### config.mk
export PLATFORM = sky130hd
export DESIGN_NAME = alu16_add_sub_flags
export DESIGN_NICKNAME = d
export VERILOG_FILES = /design/src/hw/rtl/a16as_pkg.sv /design/src/hw/rtl/a16as_split_add.sv /design/src/hw/rtl/alu16_add_sub_flags.sv
export SDC_FILE = /design/constraint.sdc
export NUM_CORES = 1
export LEC_CHECK = 0
export BUFFER_PORTS_ARGS = -buffer_cell sky130_fd_sc_hd__buf_2
export CORE_MARGIN = 2
export CORE_UTILIZATION = 45
export CTS_CLUSTER_DIAMETER = 200
export DETAILED_ROUTE_END_ITERATION = 10
export PLACE_DENSITY = 0.68
export SLEW_MARGIN = 10
export SYNTH_ARGS = -nofsm -noshare
export SYNTH_HDL_FRONTEND = slang
export SYNTH_SLANG_ARGS = --single-unit
### constraint.sdc
create_clock -name clk -period 5.2 [get_ports clk]
set_input_delay 1.04 -clock clk [delete_from_list [all_inputs] [get_ports clk]]
set_output_delay 1.04 -clock clk [all_outputs]
set_load 0.05 [all_outputs]
### src/hw/rtl/a16as_pkg.sv
`default_nettype none

package a16as_pkg;

  // Operation codes carried in the action field.
  localparam logic [2:0] ACT_ADD = 3'd0;
  localparam logic [2:0] ACT_ADC = 3'd1;
  localparam logic [2:0] ACT_SBC = 3'd2;
  localparam logic [2:0] ACT_INC = 3'd3;
  localparam logic [2:0] ACT_DEC = 3'd4;

  // Flag byte bit positions.
  localparam int unsigned FLAG_S  = 7;
  localparam int unsigned FLAG_Z  = 6;
  localparam int unsigned FLAG_H  = 4;
  localparam int unsigned FLAG_PV = 2;
  localparam int unsigned FLAG_N  = 1;
  localparam int unsigned FLAG_C  = 0;

  // Flags that ADD leaves as they were.
  localparam logic [7:0] ADD_KEEP_MASK = 8'hC4;

  typedef struct packed {
    logic [2:0]  action;
    logic [15:0] acc_value;
    logic [15:0] operand_value;
    logic [7:0]  flags_in;
  } cmd_t;

  typedef struct packed {
    logic [15:0] result;
    logic [7:0]  flags_out;
  } res_t;

  // Adder operands after decode: subtraction is already folded into an
  // inverted operand and an inverted carry.
  typedef struct packed {
    logic [15:0] a;
    logic [15:0] b;
    logic        cin;
    logic [2:0]  action;
    logic [7:0]  fin;
  } opnd_t;

  // Sum and context leaving the adder.
  typedef struct packed {
    logic [15:0] sum;
    logic        c16;
    logic        a12;
    logic        b12;
    logic        a15;
    logic        b15;
    logic [2:0]  action;
    logic [7:0]  fin;
  } sum_t;

endpackage

`default_nettype wire

### src/hw/rtl/a16as_split_add.sv
`default_nettype none

module a16as_split_add
  import a16as_pkg::*;
(
  input  wire logic  clk,
  input  wire logic  rst,
  input  wire logic  in_vld,
  input  wire opnd_t opnd,
  output logic       out_vld,
  output sum_t       sum
);

  // Low byte is added and registered; the high byte finishes from the
  // registered carry in the following stage.
  logic       vld;
  logic [7:0] lo;
  logic       c8;
  logic [7:0] a_hi;
  logic [7:0] b_hi;
  logic [2:0] action;
  logic [7:0] fin;

  logic [8:0] lo_sum;
  logic [8:0] hi_sum;

  assign lo_sum = {1'b0, opnd.a[7:0]} + {1'b0, opnd.b[7:0]} + {8'd0, opnd.cin};

  always_ff @(posedge clk) begin
    if (rst) begin
      vld <= 1'b0;
    end else begin
      vld <= in_vld;
    end
  end

  always_ff @(posedge clk) begin
    lo     <= lo_sum[7:0];
    c8     <= lo_sum[8];
    a_hi   <= opnd.a[15:8];
    b_hi   <= opnd.b[15:8];
    action <= opnd.action;
    fin    <= opnd.fin;
  end

  assign hi_sum = {1'b0, a_hi} + {1'b0, b_hi} + {8'd0, c8};

  always_comb begin
    sum.sum    = {hi_sum[7:0], lo};
    sum.c16    = hi_sum[8];
    sum.a12    = a_hi[4];
    sum.b12    = b_hi[4];
    sum.a15    = a_hi[7];
    sum.b15    = b_hi[7];
    sum.action = action;
    sum.fin    = fin;
  end

  assign out_vld = vld;

endmodule

`default_nettype wire

### src/hw/rtl/alu16_add_sub_flags.sv
`default_nettype none

// 16-bit add/subtract unit with processor flags (S7 Z6 H4 P/V2 N1 C0).
// Each item carries an action (ADD, ADC, SBC, INC, DEC), the accumulator
// pair, the operand pair and the current flag byte; it yields the 16-bit
// result and the new flag byte. An item is taken on any cycle where start
// is high, and busy never rises, so one item per cycle is sustained. The
// result appears with done after operand decode, the low byte of the carry
// chain and the high byte together with the flag logic, each registered
// in turn, the last into the output register. The result is shown for a
// single cycle only; the receiver cannot stall it and must capture it when
// done is high. Unused action codes return the accumulator unchanged with
// the flags passed through.
module alu16_add_sub_flags
  import a16as_pkg::*;
(
  input  wire logic clk,
  input  wire logic rst,
  input  wire logic start,
  output logic      busy,
  input  wire cmd_t cmd,
  output logic      done,
  output res_t      res
);

  // The pipeline never holds off an item.
  assign busy = 1'b0;

  // Stage 1: decode into adder operands. Subtraction uses the inverted
  // operand with an inverted carry, so one adder serves every action.
  opnd_t opnd_next;
  opnd_t opnd;
  logic  s1_vld;

  always_comb begin
    opnd_next.action = cmd.action;
    opnd_next.fin    = cmd.flags_in;
    case (cmd.action)
      ACT_ADD: begin
        opnd_next.a   = cmd.acc_value;
        opnd_next.b   = cmd.operand_value;
        opnd_next.cin = 1'b0;
      end
      ACT_ADC: begin
        opnd_next.a   = cmd.acc_value;
        opnd_next.b   = cmd.operand_value;
        opnd_next.cin = cmd.flags_in[FLAG_C];
      end
      ACT_SBC: begin
        opnd_next.a   = cmd.acc_value;
        opnd_next.b   = ~cmd.operand_value;
        opnd_next.cin = ~cmd.flags_in[FLAG_C];
      end
      ACT_INC: begin
        opnd_next.a   = cmd.operand_value;
        opnd_next.b   = 16'h0000;
        opnd_next.cin = 1'b1;
      end
      ACT_DEC: begin
        opnd_next.a   = cmd.operand_value;
        opnd_next.b   = 16'hFFFF;
        opnd_next.cin = 1'b0;
      end
      default: begin
        // No operation: the accumulator passes through the adder.
        opnd_next.a   = cmd.acc_value;
        opnd_next.b   = 16'h0000;
        opnd_next.cin = 1'b0;
      end
    endcase
  end

  always_ff @(posedge clk) begin
    if (rst) begin
      s1_vld <= 1'b0;
    end else begin
      s1_vld <= start && !busy;
    end
  end

  always_ff @(posedge clk) begin
    opnd <= opnd_next;
  end

  // Stage 2 and the adder half of stage 3.
  logic s2_vld;
  sum_t sum;

  a16as_split_add u_add (
    .clk     (clk),
    .rst     (rst),
    .in_vld  (s1_vld),
    .opnd    (opnd),
    .out_vld (s2_vld),
    .sum     (sum)
  );

  // Stage 3: flag formation. Because b was inverted for SBC, the xor of
  // bit 12 gives the carry into bit 12 and must be flipped to read as the
  // borrow; the carry out of bit 15 flips the same way. Overflow compares
  // the sign of a against the adder's b input, which covers both cases.
  logic       h_raw;
  logic       ovf;
  logic       szero;
  logic [7:0] flags_next;
  res_t       res_next;

  always_comb begin
    h_raw = sum.a12 ^ sum.b12 ^ sum.sum[12];
    ovf   = (sum.a15 == sum.b15) && (sum.sum[15] != sum.a15);
    szero = (sum.sum == 16'h0000);
    case (sum.action)
      ACT_ADD: begin
        flags_next         = sum.fin & ADD_KEEP_MASK;
        flags_next[FLAG_H] = h_raw;
        flags_next[FLAG_C] = sum.c16;
      end
      ACT_ADC: begin
        flags_next          = 8'h00;
        flags_next[FLAG_S]  = sum.sum[15];
        flags_next[FLAG_Z]  = szero;
        flags_next[FLAG_H]  = h_raw;
        flags_next[FLAG_PV] = ovf;
        flags_next[FLAG_C]  = sum.c16;
      end
      ACT_SBC: begin
        flags_next          = 8'h00;
        flags_next[FLAG_S]  = sum.sum[15];
        flags_next[FLAG_Z]  = szero;
        flags_next[FLAG_H]  = ~h_raw;
        flags_next[FLAG_PV] = ovf;
        flags_next[FLAG_N]  = 1'b1;
        flags_next[FLAG_C]  = ~sum.c16;
      end
      default: begin
        // Increment, decrement and unused codes leave the flags alone.
        flags_next = sum.fin;
      end
    endcase
    res_next.result    = sum.sum;
    res_next.flags_out = flags_next;
  end

  always_ff @(posedge clk) begin
    if (rst) begin
      done <= 1'b0;
    end else begin
      done <= s2_vld;
    end
  end

  always_ff @(posedge clk) begin
    res <= res_next;
  end

endmodule

`default_nettype wire

* Word-level counts from Yosys, hierarchy flattened
Cells that the tools add are included.
** Word-level totals
- Register bits after elaboration :: 107
- Input bits :: 46
** Operators by class
- $add $sub $neg :: 4
- Equality and inequality tests :: 8
- Muxes and demuxes :: 2
- Bitwise gates (word level) :: 6
- Reduce and logical (&&, ||, !) cells :: 4
** Operators by type and width (number)
- case mux 33 bit (5 select lines) :: 1
- case mux 8 bit (3 select lines) :: 1
- adder 8 x 8 -> 9 bit :: 2
- adder 9 x 1 -> 9 bit :: 2
- logical NOT 16 bit :: 1
- NOT 16 bit :: 1
- equality test 3 x 2 -> 1 bit (second input constant) :: 3
- equality test 3 x 1 -> 1 bit (second input constant) :: 2
- logical NOT 3 bit :: 2
- equality test 3 bit (second input constant) :: 1
- NOT 1 bit :: 3
- bitwise XOR 1 bit :: 2
- equality test 1 bit :: 1
- logical AND 1 bit :: 1
- != test 1 bit :: 1

* Longest topological paths before layout
- Depth after elaboration :: 5
- Depth in mapped cells :: 10

* Modules after synthesis
A second synthesis with hierarchy kept.
** Second synthesis, totals
- Cell total of the unflattened synthesis :: 288
- Area total of the unflattened synthesis :: 3649.8 um2
** By module, submodules not included
- alu16_add_sub_flags :: instances 1, cells each 169, area each 2228.4 um2
- a16as_split_add :: instances 1, cells each 119, area each 1421.4 um2

* Worst setup path before layout
Ideal clock, no wire load.
- Path type :: input port to flip-flop
- Start point :: input port cmd[40] in the netlist's numbering
- End point :: register, netlist name opnd[28]
- Library setup time :: 0.123 ns
- Arrival time :: 2.145 ns
- Required time :: 5.077 ns
- Setup slack :: 2.932 ns
- Stages on the path :: 4
- Path buffers :: 2
- Cells stage by stage :: clkbuf_1 > mux2_2 > buf_4 > mux2_1
** RTL lines
- start, declared :: RTL line alu16_add_sub_flags.sv:21 : input wire cmd_t cmd,

* Worst setup path after layout
- Start point :: register u_add.b_hi[0]
- End point :: register res[0] in the netlist's numbering
** On the way
- Longest elaborated chain between the ends :: 4
** Ends and longest elaborated chain
- start, declared :: RTL line a16as_split_add.sv:20 : logic [7:0] b_hi;
- start signal, assigned :: RTL line a16as_split_add.sv:41 : b_hi <= opnd.b[15:8];
- adder 8 x 8 -> 9 bit (*) :: RTL line a16as_split_add.sv:46 : assign hi_sum = {1'b0, a_hi} + {1'b0, b_hi} + {8'd0, c8};
- adder 9 x 1 -> 9 bit (*) :: RTL line a16as_split_add.sv:46
- NOT 1 bit :: RTL line alu16_add_sub_flags.sv:133 : flags_next[FLAG_C] = ~sum.c16;
- case mux 8 bit (3 select lines) (*) :: RTL line alu16_add_sub_flags.sv:112 : case (sum.action)
- via flags_next[0] :: RTL line alu16_add_sub_flags.sv:105 : logic [7:0] flags_next;
- end signal, assigned :: RTL line alu16_add_sub_flags.sv:153 : res <= res_next;
- end, declared :: RTL line alu16_add_sub_flags.sv:23 : output res_t res
The timed path passes the listed nets; every way through them passes the cells marked *.
A chain may end at the register's enable or synchronous reset.

==> metrics.sh <==
VIA_COUNT=2120
SETUP_TOTAL_NEGATIVE_SLACK_PS=0
WORSTPATHMAXFANOUT=2
INSERTION_DELAY_PS=360
DETAIL_ROUTE.DRC_VIOLATIONS=0
HTREEDEPTH=3
TRITONCTS.NUM_BUFFERS=9
IO-PIN-COUNT=72
ROUTE.FINAL.WIRE_LENGTH_MICRONS=5750
CRIT_TYPE='reg -> reg'
FP.DIEAREA_SQ_MM=0.00836
YOSYS_MOST_USED_DFF='dfxtp_1'
FIRST_PASS_ITERS=4
SYNTH_TOP_AREA_CELL='dfxtp_1'
VIAS_PER_CELL=4.59
SYNTH_MOST_COMMON_CELL='dfxtp_1'
WORSTMARGINPINSLEW_PS=987
LAYOUT_WORST_PATH_CYCLE_SHARE_PCT=46.8
ANTENNA_LEFT=0
SYN_AREA_PER_CELL_SQ_UM=12.0
GRT_PASS1_WL_MICRONS=9450
YOSYS.AREA_SHARE.ADDER_PCT=7.42
NUMBER_OF_SINKS_DRIVEN_BY_THE_CLOCK_TREE=107
MAPPEDNETLISTAREA_SQ_MM=0.00344
SYNTH_CELL_TYPE_COUNT=33
LARGEST_NET_DEGREE_AT_THE_START_OF_GLOBAL_ROUTING=20
FINAL_CELL_COUNT_NO_FILL=462
SYNTH_CELLS=286
SYNTHESIS.YOSYS.WARNINGS=0
FINAL_LAYOUT_NET_COUNT=422
REPORT.FINAL.SETUP_VIOL=0
WORST-ENDPOINT-ARRIVAL_PS=2690
SYNTH-SEQ-CELLS=107
NUMBER_OF_ENDPOINTS_WITH_NEGATIVE_HOLD_SLACK_IN_THE_FINAL_REPORT=0
PORT_BUFFERS=70
SYNTHMUXAREASHARE_PCT=6.84
STARTPOINT_TYPE='flip-flop'
FMAX_MHz=411
TOP_CELLS_BY_AREA_SYNTH='dfxtp_1 (62%), ha_1 (5.1%), o21a_1 (3.5%)'
DRIVE_GT1_SHARE_PCT=27.0
MAXSLEWHEADROOM_PCT=33.9
OUTCOME='finished, final reports clean'
SYNTH_EDF_COUNT=0
CLOCK_PATH_BUFFERS=2
ANTENNA_FOUND_INITIAL=0
WORST_SETUP_HOLD_PATH_CLK_SLEW_PS=90
ROWS=31
DRT_ITER0_MARKERS=89
VDD_IR_DROP_MAX_mV=0.161
END_KIND='flip-flop'
TOTAL_CONGESTION_OVERFLOW=0
GRT_PASS1_VIAS=1948
FINALMAXSLEWVIOLATIONS=0
CP_DATA_REQUIRED_TIME_PS=5460
HPWLAFTERDP_MICRONS=4410
POWER.STATIC_LEAKAGE_nW=1.81
GRT.TOTAL_USAGE_PCT=14.7
CLOCK-SKEW-FINAL_PS=10.7
ROUTABILITYCONGESTION=0.853
CTS_TREE='yes'
CTS_ROOT_BUF='clkbuf_8'
ASYNCSETRESETFLOPFRACSYNTH_PCT=0
CELL_AREA_POWER_DENSITY_mW_PER_MM2=444
HP-CLASS='reg -> reg'
WORST_R2R_PATH_DEPTH=7
YOSYS.AREA_SHARE.SIMPLE_PCT=6.88
PLACEDCELLCOUNT=446
DIODES=0
TIMING.FINAL.CRIT_PERIOD_PS=2430
CTS-RESIZED-GATES=0
DRT-WIRELENGTH-PER-CELL_MICRONS=12.5
YS_SEQ_AREA_SHARE_PCT=62.3
HOLD_PATH_DEPTH=0
CAP_VIOL_MAX_COUNT=0
POST_CTS_HOLD_BUFFER_COUNT=0
YOSYS-TOP-CELLS-COUNT='dfxtp_1 (107), nand2_1 (26), o21ai_0 (21)'
POST_CTS_BUFFERS=0
DIE_W_MICRONS=91.4
MAIN_COMBINATIONAL_CELL_FAMILY_BY_AREA_AFTER_SYNTHESIS='compound AO/OA/AOI/OAI gates'
YOSYSTOPAREACELLSHARE_PCT=62.3
DIE_HEIGHT_MICRONS=91.4
POSTSYNTHNETCOUNT=350
POST_SYNTHESIS_SHARE_OF_CELL_AREA_SPENT_ON_XOR_AND_XNOR_GATES_PCT=3.06
START_UTIL_PCT=46.9
SYNTHTOLAYOUTAREAGROWTH_PCT=17.7
CORE_AREA_SQ_MM=0.00733
GRT_SETUP_UNREPAIRED='false'
SYNTH-COMPOUND-AREA-SHARE_PCT=11.4
-- critical path: stages (launching register included) --
cell	delay, ps
dfxtp_1	330
fa_1	460
fa_1	410
a21o_1	200
a221oi_2	310
o21ai_0	170
mux2_2	290
o22a_1	170
-- cell usage in the layout, fill, tap and decap left out, types with 2 or more instances in the layout --
cell type | netlist | layout
dfxtp_1 | 107 | 107
buf_2 | 0 | 70
nand2_1 | 26 | 26
o21ai_0 | 21 | 21
o21a_1 | 16 | 16
ha_1 | 14 | 14
mux2_2 | 10 | 10
mux2_1 | 10 | 10
clkbuf_8 | 0 | 9
a21oi_1 | 8 | 8
inv_1 | 7 | 7
xnor2_1 | 7 | 7
nor2b_1 | 7 | 7
nor2_1 | 6 | 6
xor2_1 | 5 | 5
a21o_1 | 5 | 5
nand2b_1 | 4 | 4
fa_1 | 4 | 4
o22a_1 | 3 | 3
nor3_1 | 2 | 2
nor4_1 | 2 | 2
o31ai_1 | 2 | 2
clkinvlp_4 | 0 | 2
inv_6 | 0 | 2
clkinv_2 | 0 | 2
-- stage by stage --
step	utilization (%)	worst slack (ps)	area, sq um	total power, mW	hold slack (ps)
after detailed placement	52.8	2490	3870	1.38	312
after CTS	55.2	2730	4050	1.82	332
after global placement	52.8	2530	3870	1.37	310
after floorplan	-	2930	3440	1.28	310
after global routing	55.2	2620	4050	1.90	339
final	55.2	2770	4050	1.80	332
-- area by class of cell --
type	count	area (sq um)
fillers	645	3280
flip-flops and latches	107	2140
multi-input cells	163	1230
repair buffers	70	350
clock buffers	9	124
well taps	99	124
clock inverters	7	51.3
inverters	7	26.3
-- sequential cells by signal (all words and copies together) (netlist names) --
register and cells:
opnd 44, res 24, u_add.a_hi 8, u_add.b_hi 8, u_add.fin 8, u_add.lo 8, u_add.action 3, done 1
s1_vld 1, u_add.c8 1, u_add.out_vld 1
-- metal layers --
layer / share of wire, % / up-vias / global-route usage [%]
li1: - / 1111 / -
met1: 48 / 939 / 19.2
met2: 45 / 63 / 22.2
met3: 5.8 / 7 / 5.81
met4: 1.3 / 0 / 4.80
met5: 0 / - / 0
-- worst paths after layout --
kind | from | endpoint | slack, ps
min reg2reg | opnd[25] | u_add.b_hi[5] | 330
max reg2reg | u_add.b_hi[0] | res[0] | 2770
min | opnd[25] | u_add.b_hi[5] | 330
max | u_add.b_hi[0] | res[0] | 2770
-- report_power, final --
part / switching, mW / total, mW / internal, mW
combinational: 0.274 / 0.396 / 0.121
clock: 0.264 / 0.440 / 0.176
sequential: 0.0347 / 0.963 / 0.928
total: 0.573 / 1.80 / 1.23
-- logic make-up (layout without fill, tap and decap cells) --
family                     Yosys count  count (layout)
and+or+nand+nor                     51              51
buffers and inverters               16              93
AOI/OAI and AO/OA                   60              60
adders and majority gates           18              18
muxes                               21              21
xor gates and xnor gates            12              12
other                                1               1
DFF                                107             107
Note: power is estimated with default switching activity, not from simulation.
